<file path="config.mk">
export PLATFORM = sky130hd
export DESIGN_NAME = harmonic_comb_spectral_split
export DESIGN_NICKNAME = d
export VERILOG_FILES = /design/src/rtl/core/hcss_pkg.sv /design/src/rtl/core/hcss_frac_div.sv /design/src/rtl/core/hcss_split.sv /design/src/rtl/core/harmonic_comb_spectral_split.sv
export SDC_FILE = /design/constraint.sdc
export NUM_CORES = 2
export LEC_CHECK = 0
export ABC_AREA = 1
export BUFFER_PORTS_ARGS = -buffer_cell sky130_fd_sc_hd__buf_4
export CORE_ASPECT_RATIO = 1.4
export CORE_MARGIN = 2
export CORE_UTILIZATION = 30
export DETAILED_ROUTE_END_ITERATION = 16
export SLEW_MARGIN = 15
export SYNTH_ARGS = -nofsm -noshare
export SYNTH_HDL_FRONTEND = slang
export SYNTH_SLANG_ARGS = --single-unit
export TNS_END_PERCENT = 1
</file>
<file path="constraint.sdc">
create_clock -name aclk -period 26.7 [get_ports aclk]
set_input_delay 4.005 -clock aclk [delete_from_list [all_inputs] [get_ports aclk]]
set_output_delay 4.005 -clock aclk [all_outputs]
set_load 0.02 [all_outputs]
</file>
<file path="src/rtl/core/hcss_pkg.sv">
`default_nettype none

package hcss_pkg;

    // field widths
    localparam int FUND_W     = 20;
    localparam int BIN_W      = 9;
    localparam int VAL_W      = 24;
    localparam int MASK_W     = 16;
    localparam int SR_W       = 18;
    localparam int WR_W       = 16;
    localparam int QUOT_W     = 16;
    localparam int CFG_IDX_W  = 2;
    localparam int CFG_DATA_W = 18;

    // Nyquist in 1/16 Hz is sample_rate * 8
    localparam int NYQ_W  = SR_W + 3;
    // harmonic frequency h * fund, one add past Nyquist at most
    localparam int HF_W   = NYQ_W + 1;
    // bin frequency bin * sample_rate * 16
    localparam int BNUM_W = BIN_W + SR_W + 4;

    localparam logic [CFG_IDX_W-1:0] CFG_SAMPLE_RATE = 2'd0;
    localparam logic [CFG_IDX_W-1:0] CFG_WIDTH_RATIO = 2'd1;

    localparam logic [SR_W-1:0]   SAMPLE_RATE_RESET = 18'd48000;
    localparam logic [WR_W-1:0]   WIDTH_RATIO_RESET = 16'd3277;
    localparam logic [MASK_W-1:0] MASK_ONE          = 16'd32768;

    typedef struct packed {
        logic        [FUND_W-1:0] fundamental;
        logic        [BIN_W-1:0]  bin_index;
        logic signed [VAL_W-1:0]  bin_re;
        logic signed [VAL_W-1:0]  bin_im;
    } hcss_in_t;

    typedef struct packed {
        logic        [MASK_W-1:0] mask;
        logic signed [VAL_W-1:0]  harm_re;
        logic signed [VAL_W-1:0]  harm_im;
        logic signed [VAL_W-1:0]  rest_re;
        logic signed [VAL_W-1:0]  rest_im;
    } hcss_out_t;

    // floor square root, elaboration only
    function automatic logic [63:0] isqrt64(input logic [63:0] x_in);
        logic [63:0] x;
        logic [63:0] r;
        logic [63:0] b;
        int          i;
        x = x_in;
        r = 64'd0;
        b = 64'd1 << 62;
        for (i = 0; i < 32; i++) begin
            if (b > x) begin
                b = b >> 2;
            end
        end
        for (i = 0; i < 32; i++) begin
            if (b != 64'd0) begin
                if (x >= r + b) begin
                    x = x - (r + b);
                    r = (r >> 1) + b;
                end else begin
                    r = r >> 1;
                end
                b = b >> 2;
            end
        end
        return r;
    endfunction

    // weight of harmonic h: round(32768 * 2^-(falloff/100 * log2 h)), Q1.15
    function automatic logic [MASK_W-1:0] harmonic_weight(input int unsigned h,
                                                          input int unsigned falloff);
        logic [63:0] fac [17];
        logic [63:0] y;
        logic [63:0] lg;
        logic [63:0] e;
        logic [63:0] r;
        logic [31:0] k;
        logic [31:0] f;
        int unsigned n;
        int          i;
        fac[0] = 64'd1 << 30;
        for (i = 1; i <= 16; i++) begin
            fac[i] = isqrt64(fac[i-1] << 31);
        end
        n = 0;
        for (i = 0; i < 8; i++) begin
            if ((h >> (n + 1)) != 0) begin
                n = n + 1;
            end
        end
        y  = 64'(h) << (30 - n);
        lg = 64'(n) << 16;
        for (i = 1; i <= 16; i++) begin
            y = (y * y) >> 30;
            if (y >= (64'd1 << 31)) begin
                y  = y >> 1;
                lg = lg | (64'd1 << (16 - i));
            end
        end
        e = (64'(falloff) * lg + 64'd50) / 64'd100;
        k = 32'(e >> 16);
        f = 32'(e & 64'h0000_0000_0000_FFFF);
        r = 64'd1 << 31;
        for (i = 1; i <= 16; i++) begin
            if (((f >> (16 - i)) & 32'd1) != 32'd0) begin
                r = (r * fac[i] + (64'd1 << 30)) >> 31;
            end
        end
        if (k > 32'd40) begin
            r = 64'd0;
        end else begin
            r = (r + (64'd1 << (15 + k))) >> (16 + k);
        end
        return (r > 64'd32768) ? MASK_ONE : MASK_W'(r);
    endfunction

endpackage

`default_nettype wire

</file>
<file path="src/rtl/core/hcss_frac_div.sv">
`default_nettype none

// Restoring divider: quot = floor(num * 2^16 / den) for num < den; num == den gives all ones.
// One quotient bit per cycle.
module hcss_frac_div #(
    parameter int W = 47
) (
    input  wire logic                       aclk,
    input  wire logic                       aresetn,
    input  wire logic                       start,
    input  wire logic [W-1:0]               num,
    input  wire logic [W-1:0]               den,
    output logic      [hcss_pkg::QUOT_W-1:0] quot,
    output logic                            done
);
    import hcss_pkg::*;

    localparam int CNT_W = $clog2(QUOT_W);
    localparam logic [CNT_W-1:0] LAST_STEP = CNT_W'(QUOT_W - 1);

    logic [W-1:0]      rem_reg;
    logic [W-1:0]      den_reg;
    logic [QUOT_W-1:0] quot_reg;
    logic [CNT_W-1:0]  cnt_reg;
    logic              busy_reg;
    logic              done_reg;

    logic [W:0]   shifted;
    logic [W:0]   diff;
    logic         fits;
    logic [W-1:0] rem_next;

    always_comb begin
        shifted  = {rem_reg, 1'b0};
        diff     = shifted - {1'b0, den_reg};
        fits     = shifted >= {1'b0, den_reg};
        rem_next = fits ? diff[W-1:0] : shifted[W-1:0];
    end

    always_ff @(posedge aclk) begin
        done_reg <= 1'b0;
        if (start) begin
            rem_reg  <= num;
            den_reg  <= den;
            quot_reg <= '0;
            cnt_reg  <= '0;
            busy_reg <= 1'b1;
        end else if (busy_reg) begin
            rem_reg  <= rem_next;
            quot_reg <= {quot_reg[QUOT_W-2:0], fits};
            cnt_reg  <= cnt_reg + 1'b1;
            if (cnt_reg == LAST_STEP) begin
                busy_reg <= 1'b0;
                done_reg <= 1'b1;
            end
        end
        if (!aresetn) begin
            busy_reg <= 1'b0;
            done_reg <= 1'b0;
            cnt_reg  <= '0;
        end
    end

    assign quot = quot_reg;
    assign done = done_reg;

endmodule

`default_nettype wire

</file>
<file path="src/rtl/core/hcss_split.sv">
`default_nettype none

// Splits a bin value by mask and by one minus mask, rounding half away
// from zero. One multiplier, one word per cycle, two-stage pipe.
module hcss_split (
    input  wire logic                            aclk,
    input  wire logic                            aresetn,
    input  wire logic                            start,
    input  wire logic signed [hcss_pkg::VAL_W-1:0] re,
    input  wire logic signed [hcss_pkg::VAL_W-1:0] im,
    input  wire logic        [hcss_pkg::MASK_W-1:0] mask,
    output hcss_pkg::hcss_out_t                  res,
    output logic                                 done
);
    import hcss_pkg::*;

    localparam int SP_W = VAL_W + MASK_W;
    localparam logic [1:0] W_HARM_RE = 2'd0;
    localparam logic [1:0] W_HARM_IM = 2'd1;
    localparam logic [1:0] W_REST_RE = 2'd2;
    localparam logic [2:0] WORD_COUNT = 3'd4;
    localparam logic [SP_W-1:0] ROUND_HALF = SP_W'(16384);

    logic [2:0]       cnt_reg;
    logic             busy_reg;
    logic             pv_reg;
    logic             done_reg;
    logic [1:0]       idx_reg;
    logic             neg_reg;
    logic [SP_W-1:0]  prod_reg;
    hcss_out_t        res_reg;

    logic [1:0]              sel;
    logic signed [VAL_W-1:0] val;
    logic                    neg;
    logic [VAL_W-1:0]        mag;
    logic [MASK_W-1:0]       gain;
    logic [SP_W-1:0]         prod;
    logic [SP_W-1:0]         rounded;
    logic [VAL_W-1:0]        q;
    logic [VAL_W-1:0]        word;

    always_comb begin
        sel     = cnt_reg[1:0];
        // bit 0 picks the imaginary part, bit 1 the residual gain
        val     = sel[0] ? im : re;
        neg     = val[VAL_W-1];
        mag     = neg ? (~val + 1'b1) : val;
        gain    = sel[1] ? (MASK_ONE - mask) : mask;
        prod    = SP_W'(mag) * SP_W'(gain);
        rounded = prod_reg + ROUND_HALF;
        q       = rounded[VAL_W+14:15];
        word    = neg_reg ? (~q + 1'b1) : q;
    end

    always_ff @(posedge aclk) begin
        done_reg <= 1'b0;
        pv_reg   <= 1'b0;
        if (start) begin
            busy_reg     <= 1'b1;
            cnt_reg      <= '0;
            res_reg.mask <= mask;
        end else if (busy_reg) begin
            if (cnt_reg != WORD_COUNT) begin
                prod_reg <= prod;
                neg_reg  <= neg;
                idx_reg  <= sel;
                pv_reg   <= 1'b1;
                cnt_reg  <= cnt_reg + 1'b1;
            end else begin
                busy_reg <= 1'b0;
                done_reg <= 1'b1;
            end
            if (pv_reg) begin
                case (idx_reg)
                    W_HARM_RE: res_reg.harm_re <= word;
                    W_HARM_IM: res_reg.harm_im <= word;
                    W_REST_RE: res_reg.rest_re <= word;
                    default:   res_reg.rest_im <= word;
                endcase
            end
        end
        if (!aresetn) begin
            busy_reg <= 1'b0;
            pv_reg   <= 1'b0;
            done_reg <= 1'b0;
            cnt_reg  <= '0;
        end
    end

    assign res  = res_reg;
    assign done = done_reg;

endmodule

`default_nettype wire

</file>
<file path="src/rtl/core/harmonic_comb_spectral_split.sv">
`default_nettype none

// Channel   Direction  Handshake             Word
// s_        in         s_valid / s_ready     hcss_in_t  (fundamental, bin, value)
// m_        out        m_valid / m_ready     hcss_out_t (mask, harmonic, residual)
// cfg_      in         cfg_valid / cfg_ready index 0 sample_rate, 1 width_ratio
//
// One item at a time. A harmonic at or above Nyquist ends the walk; one outside
// its band passes the check, width, compare and next states, and one inside also
// waits on the shared fraction divider and takes the weight step. The split runs
// after the walk, through the split and wait states, before the output state.
// aresetn is synchronous; it restores sample_rate 48000 and width_ratio 3277
// and the block takes a word in the first cycle after. The result sits in an
// output register: the next word is taken while it waits, and the block only
// holds in its last state if the next result is done before the old one leaves.
module harmonic_comb_spectral_split #(
    parameter int FFT_POINTS   = 1024,
    parameter int HARMONICS    = 16,
    parameter int FALLOFF_X100 = 100
) (
    input  wire logic                                 aclk,
    input  wire logic                                 aresetn,
    input  wire logic                                 s_valid,
    output logic                                      s_ready,
    input  wire hcss_pkg::hcss_in_t                   s_data,
    output logic                                      m_valid,
    input  wire logic                                 m_ready,
    output hcss_pkg::hcss_out_t                       m_data,
    input  wire logic                                 cfg_valid,
    output logic                                      cfg_ready,
    input  wire logic [hcss_pkg::CFG_IDX_W-1:0]       cfg_index,
    input  wire logic [hcss_pkg::CFG_DATA_W-1:0]      cfg_data
);
    import hcss_pkg::*;

    localparam int FFT_W  = $clog2(FFT_POINTS + 1);
    // harmonic frequency in 1/(16*FFT_POINTS) Hz, below Nyquist
    localparam int HNUM_W = NYQ_W + FFT_W;
    localparam int DIST_W = (HNUM_W > BNUM_W) ? HNUM_W : BNUM_W;
    // |B - H| * 2^16 and H * width_ratio
    localparam int PROD_W = DIST_W + WR_W;
    localparam int IDX_W  = (HARMONICS > 1) ? $clog2(HARMONICS) : 1;
    localparam logic [FFT_W-1:0] FFT_K    = FFT_W'(FFT_POINTS);
    localparam logic [IDX_W-1:0] LAST_IDX = IDX_W'(HARMONICS - 1);
    localparam logic [31:0]      ROUND_Q16 = 32'd32768;

    typedef enum logic [3:0] {
        S_IDLE,
        S_CHECK,   // Nyquist test, harmonic frequency times FFT size
        S_WIDTH,   // band half-width and distance
        S_CMP,     // in band? start the divider
        S_DIV,
        S_WEIGHT,  // weight times triangle, running maximum
        S_NEXT,
        S_SPLIT,
        S_WAIT,
        S_OUT
    } state_t;

    // weight table, built at elaboration
    logic [MASK_W-1:0] weight_rom [HARMONICS];

    for (genvar gi = 0; gi < HARMONICS; gi++) begin : g_rom
        assign weight_rom[gi] = harmonic_weight(gi + 1, FALLOFF_X100);
    end

    state_t                  state_reg, state_next;
    logic [IDX_W-1:0]        h_reg, h_next;
    logic [HF_W-1:0]         hf_reg, hf_next;
    logic [FUND_W-1:0]       fund_reg, fund_next;
    logic [BNUM_W-1:0]       bnum_reg, bnum_next;
    logic [HNUM_W-1:0]       hnum_reg, hnum_next;
    logic [DIST_W-1:0]       dist_reg, dist_next;
    logic [PROD_W-1:0]       d_reg, d_next;
    logic [MASK_W-1:0]       mask_reg, mask_next;
    logic signed [VAL_W-1:0] re_reg, re_next;
    logic signed [VAL_W-1:0] im_reg, im_next;
    logic [SR_W-1:0]         sample_rate_reg, sample_rate_next;
    logic [WR_W-1:0]         width_ratio_reg, width_ratio_next;
    logic                    m_valid_reg, m_valid_next;
    hcss_out_t               m_data_reg, m_data_next;

    logic [BIN_W+SR_W-1:0] bin_sr;
    logic [HF_W-1:0]       nyq;
    logic [HNUM_W-1:0]     hnum_prod;
    logic [PROD_W-1:0]     d_prod;
    logic [DIST_W-1:0]     bext;
    logic [DIST_W-1:0]     hext;
    logic [DIST_W-1:0]     dist_abs;
    logic [PROD_W-1:0]     a_val;
    logic [31:0]           wprod;
    logic [MASK_W-1:0]     contrib;
    logic [MASK_W-1:0]     mask_clamped;

    logic                  div_start;
    logic [PROD_W-1:0]     div_num;
    logic [QUOT_W-1:0]     div_quot;
    logic                  div_done;
    logic                  split_start;
    hcss_out_t             split_res;
    logic                  split_done;

    always_comb begin
        bin_sr       = (BIN_W+SR_W)'(s_data.bin_index) * (BIN_W+SR_W)'(sample_rate_reg);
        nyq          = HF_W'({sample_rate_reg, 3'b000});
        hnum_prod    = HNUM_W'(hf_reg[NYQ_W-1:0]) * HNUM_W'(FFT_K);
        d_prod       = PROD_W'(hnum_reg) * PROD_W'(width_ratio_reg);
        bext         = DIST_W'(bnum_reg);
        hext         = DIST_W'(hnum_reg);
        dist_abs     = (bext > hext) ? (bext - hext) : (hext - bext);
        a_val        = {dist_reg, {WR_W{1'b0}}};
        wprod        = 32'(weight_rom[h_reg]) * 32'(div_quot) + ROUND_Q16;
        contrib      = wprod[31:16];
        mask_clamped = (mask_reg > MASK_ONE) ? MASK_ONE : mask_reg;
        div_start    = (state_reg == S_CMP) && (a_val < d_reg);
        div_num      = d_reg - a_val;
        split_start  = (state_reg == S_SPLIT);
    end

    always_comb begin
        state_next       = state_reg;
        h_next           = h_reg;
        hf_next          = hf_reg;
        fund_next        = fund_reg;
        bnum_next        = bnum_reg;
        hnum_next        = hnum_reg;
        dist_next        = dist_reg;
        d_next           = d_reg;
        mask_next        = mask_reg;
        re_next          = re_reg;
        im_next          = im_reg;
        sample_rate_next = sample_rate_reg;
        width_ratio_next = width_ratio_reg;
        m_valid_next     = m_valid_reg && !m_ready;
        m_data_next      = m_data_reg;

        if (cfg_valid) begin
            case (cfg_index)
                CFG_SAMPLE_RATE: sample_rate_next = cfg_data[SR_W-1:0];
                CFG_WIDTH_RATIO: width_ratio_next = cfg_data[WR_W-1:0];
                default: ;
            endcase
        end

        case (state_reg)
            S_IDLE: begin
                if (s_valid) begin
                    fund_next  = s_data.fundamental;
                    hf_next    = HF_W'(s_data.fundamental);
                    bnum_next  = {bin_sr, 4'b0000};
                    re_next    = s_data.bin_re;
                    im_next    = s_data.bin_im;
                    h_next     = '0;
                    mask_next  = '0;
                    state_next = S_CHECK;
                end
            end
            S_CHECK: begin
                if (hf_reg >= nyq) begin
                    state_next = S_SPLIT;
                end else begin
                    hnum_next  = hnum_prod;
                    state_next = S_WIDTH;
                end
            end
            S_WIDTH: begin
                d_next     = d_prod;
                dist_next  = dist_abs;
                state_next = S_CMP;
            end
            S_CMP: begin
                state_next = (a_val < d_reg) ? S_DIV : S_NEXT;
            end
            S_DIV: begin
                if (div_done) begin
                    state_next = S_WEIGHT;
                end
            end
            S_WEIGHT: begin
                if (contrib > mask_reg) begin
                    mask_next = contrib;
                end
                state_next = S_NEXT;
            end
            S_NEXT: begin
                if (h_reg == LAST_IDX) begin
                    state_next = S_SPLIT;
                end else begin
                    h_next     = h_reg + 1'b1;
                    hf_next    = hf_reg + HF_W'(fund_reg);
                    state_next = S_CHECK;
                end
            end
            S_SPLIT: begin
                state_next = S_WAIT;
            end
            S_WAIT: begin
                if (split_done) begin
                    state_next = S_OUT;
                end
            end
            S_OUT: begin
                if (!m_valid_reg || m_ready) begin
                    m_valid_next = 1'b1;
                    m_data_next  = split_res;
                    state_next   = S_IDLE;
                end
            end
            default: begin
                state_next = S_IDLE;
            end
        endcase
    end

    always_ff @(posedge aclk) begin
        state_reg       <= state_next;
        h_reg           <= h_next;
        hf_reg          <= hf_next;
        fund_reg        <= fund_next;
        bnum_reg        <= bnum_next;
        hnum_reg        <= hnum_next;
        dist_reg        <= dist_next;
        d_reg           <= d_next;
        mask_reg        <= mask_next;
        re_reg          <= re_next;
        im_reg          <= im_next;
        sample_rate_reg <= sample_rate_next;
        width_ratio_reg <= width_ratio_next;
        m_valid_reg     <= m_valid_next;
        m_data_reg      <= m_data_next;
        if (!aresetn) begin
            state_reg       <= S_IDLE;
            m_valid_reg     <= 1'b0;
            sample_rate_reg <= SAMPLE_RATE_RESET;
            width_ratio_reg <= WIDTH_RATIO_RESET;
        end
    end

    // shared fraction divider: triangle value (D - A) / D in Q0.16
    hcss_frac_div #(
        .W(PROD_W)
    ) u_div (
        .aclk    (aclk),
        .aresetn (aresetn),
        .start   (div_start),
        .num     (div_num),
        .den     (d_reg),
        .quot    (div_quot),
        .done    (div_done)
    );

    hcss_split u_split (
        .aclk    (aclk),
        .aresetn (aresetn),
        .start   (split_start),
        .re      (re_reg),
        .im      (im_reg),
        .mask    (mask_clamped),
        .res     (split_res),
        .done    (split_done)
    );

    assign s_ready   = (state_reg == S_IDLE);
    assign cfg_ready = 1'b1;
    assign m_valid   = m_valid_reg;
    assign m_data    = m_data_reg;

endmodule

`default_nettype wire

</file>
==> out/qor.csv <==
metric,value,unit
status,finished clean,
yosysWarnings,0,
firstDrtPassIters,5,
synth_common_cells,"inv_1, nand2_1, fa_1",
max-cap-violations,0,
antenna_found_initial,13,
fin_skew,0.05958,ns
cts_max_path_buffers,3,
wl_per_cell,18.01,um
cts-resized-gates,0,
start_util,30.15,%
synthCells,7883,
final_core_util,33.40,%
rsz0062_at_grt,no,
drive_above_1_share,5.980,%
ys_types,64,
slowest_stage,xor2_2,
clk_pin_slew_worst_paths,0.06,ns
r2r-end,u_split.prod_reg[38],
die_area,230000,um^2
syn_area,67840,um^2
synthArstFlopShare,0,%
worstMarginPinSlew,1.297,ns
cts_made_buffers,68,
synth_edf_count,550,
nNetsFinal,9518,
holdPathStages,0,
dp_slack,16.85,ns
gp_congestion,0.9581,
final_antenna_net_count,0,
maxSlewViolCount,0,
htreeDepth,3,
grt_max_degree,84,
hold_class,reg -> reg,
cp-end-kind,register,
r2r_slack,17.01,ns
drc_errors,0,
cts_sinks,617,
vias,52090,
min_to,m_data[60],
worstRegToRegCells,32,
hold_buffers,0,
die_width,405.9,um
area_growth,10.78,%
syn_area_per_cell,8.606,um^2
start_kind,register,
crit_family,adder cells,
cts_setup_buffers,0,
tns,0,ns
crit_start,u_split.cnt_reg[0],
timing.critical_path.slowest_cell_delay,0.81,ns
holdCritStartpoint,u_split.res[60],
period_share,36.29,%
ys_seq_elements,617,
r2r-start,u_split.cnt_reg[0],
gr-total-overflow,0,
cts_tree,yes,
rows,206,
viasPerCell,4.708,
fin_ws,17.01,ns
drt-total-wl,199.3,mm
syn_nets,9412,
cp.required,27.13,ns
min_period,9.688,ns
port_buffers,215,
synth_top_flop_cell,edfxtp_1,
setup_viol,0,
hold_viol_final,0,
synthMostInstantiatedCell,inv_1,
clock-root-buffer,clkbuf_16,
grt_pass1_wl,310.7,mm
first_iter_violations,2962,
crit_type,reg -> reg,
yosys.area.top_type,fa_1,
crit_arrival,10.12,ns
relSlewSlack,12.93,%
die_y,566.7,um
synth.top_cell.area_share,25.91,%
ys_seq_area_share,26.32,%
clk_latency,0.70,ns
path_max_fanout,25,
max_freq,103.2,MHz
timing.critical_path.buf_inv,8,
io_pins,217,
track_usage,17.39,%
coreArea,225000,um^2
grt_pass1_vias,55510,
synth_area_leaders,"fa_1, edfxtp_1, ha_1",
hpwl,162.8,mm
==> worst max-delay path by stage <==
stage / slack (ns) / cells after the start / end
2_1_floorplan: 16.60 / 2 / m_data[0]
3_3_place_gp: 17.00 / 38 / mask_reg[0]
3_5_place_dp: 16.85 / 34 / mask_reg[2]
4_1_cts: 16.93 / 35 / mask_reg[6]
5_1_grt: 16.40 / 33 / mask_reg[14]
6_report: 17.01 / 32 / u_split.prod_reg[38]
==> final cells by class <==
type,instances,area [um^2]
tap,3016,3774
clock buffer,82,1818
inverter,1797,6748
clock inverter,42,498.0
antenna,5,12.51
timing repair buffer,281,2110
multi-input combinational,5224,42340
fill,23320,149900
sequential,617,17860
==> logic make-up after synthesis <==
group | count (synthesis) | synth area share [%]
adders and majority gates | 1427 | 36.03
buffers and inverters | 2042 | 11.45
DFF | 617 | 26.32
AOI/OAI and AO/OA | 841 | 7.054
muxes | 2 | 0.02951
and+or+nand+nor | 2718 | 16.04
other | 1 | 0.005528
xor gates and xnor gates | 235 | 3.067
==> stage by stage <==
step / std cells / hold WS (ns) / area, um^2
after floorplan: 7883 / 0.4003 / 67840
after global placement: 10940 / 0.4008 / 72820
after detailed placement: 10940 / 0.4045 / 72820
after CTS: 11060 / 0.3882 / 75130
after global routing: 11060 / 0.4127 / 75150
final: 11060 / 0.3948 / 75160
==> cells in the final DEF (no fill, tap or decap), types with 7 or more instances in the layout <==
cell       netlist  routed
or2_2           23      23
dfxtp_1         67      66
o21ai_0        265     265
nor2_1         587     585
a21boi_0        12      12
o211ai_1        41      41
xor2_1         156     153
inv_1         1775    1773
ha_1           549     549
nor3_1          64      60
o21bai_1        18      18
nand3_1        191     190
a21oi_1        349     348
a211oi_1         8       7
nand2_1       1749    1749
clkinv_1        11      18
nand2_2          7       7
a21o_1          35      35
fa_1           878     878
o21a_1          22      22
nand4_1         43      43
a31oi_1         44      44
xnor2_1         76      76
clkbuf_1       185       9
bufinv_16        0       7
edfxtp_1       550     550
buf_4            6     281
inv_2           10      12
o21ai_2          7       8
nor4_1          29      25
clkbuf_16        0      70
clkinv_2         0       9
==> per-layer routing <==
metal	up-vias	GRT usage, %	wire length [um]
met4	8	9.014	11760
met3	519	2.549	9913
li1	24500	-	-
met1	25500	19.27	76140
met5	-	0	49
met2	1563	31.86	101400
Power is left out: the tool's default activity adds up to more than one toggle a clock period on the data nets, which glitch-free logic cannot reach.
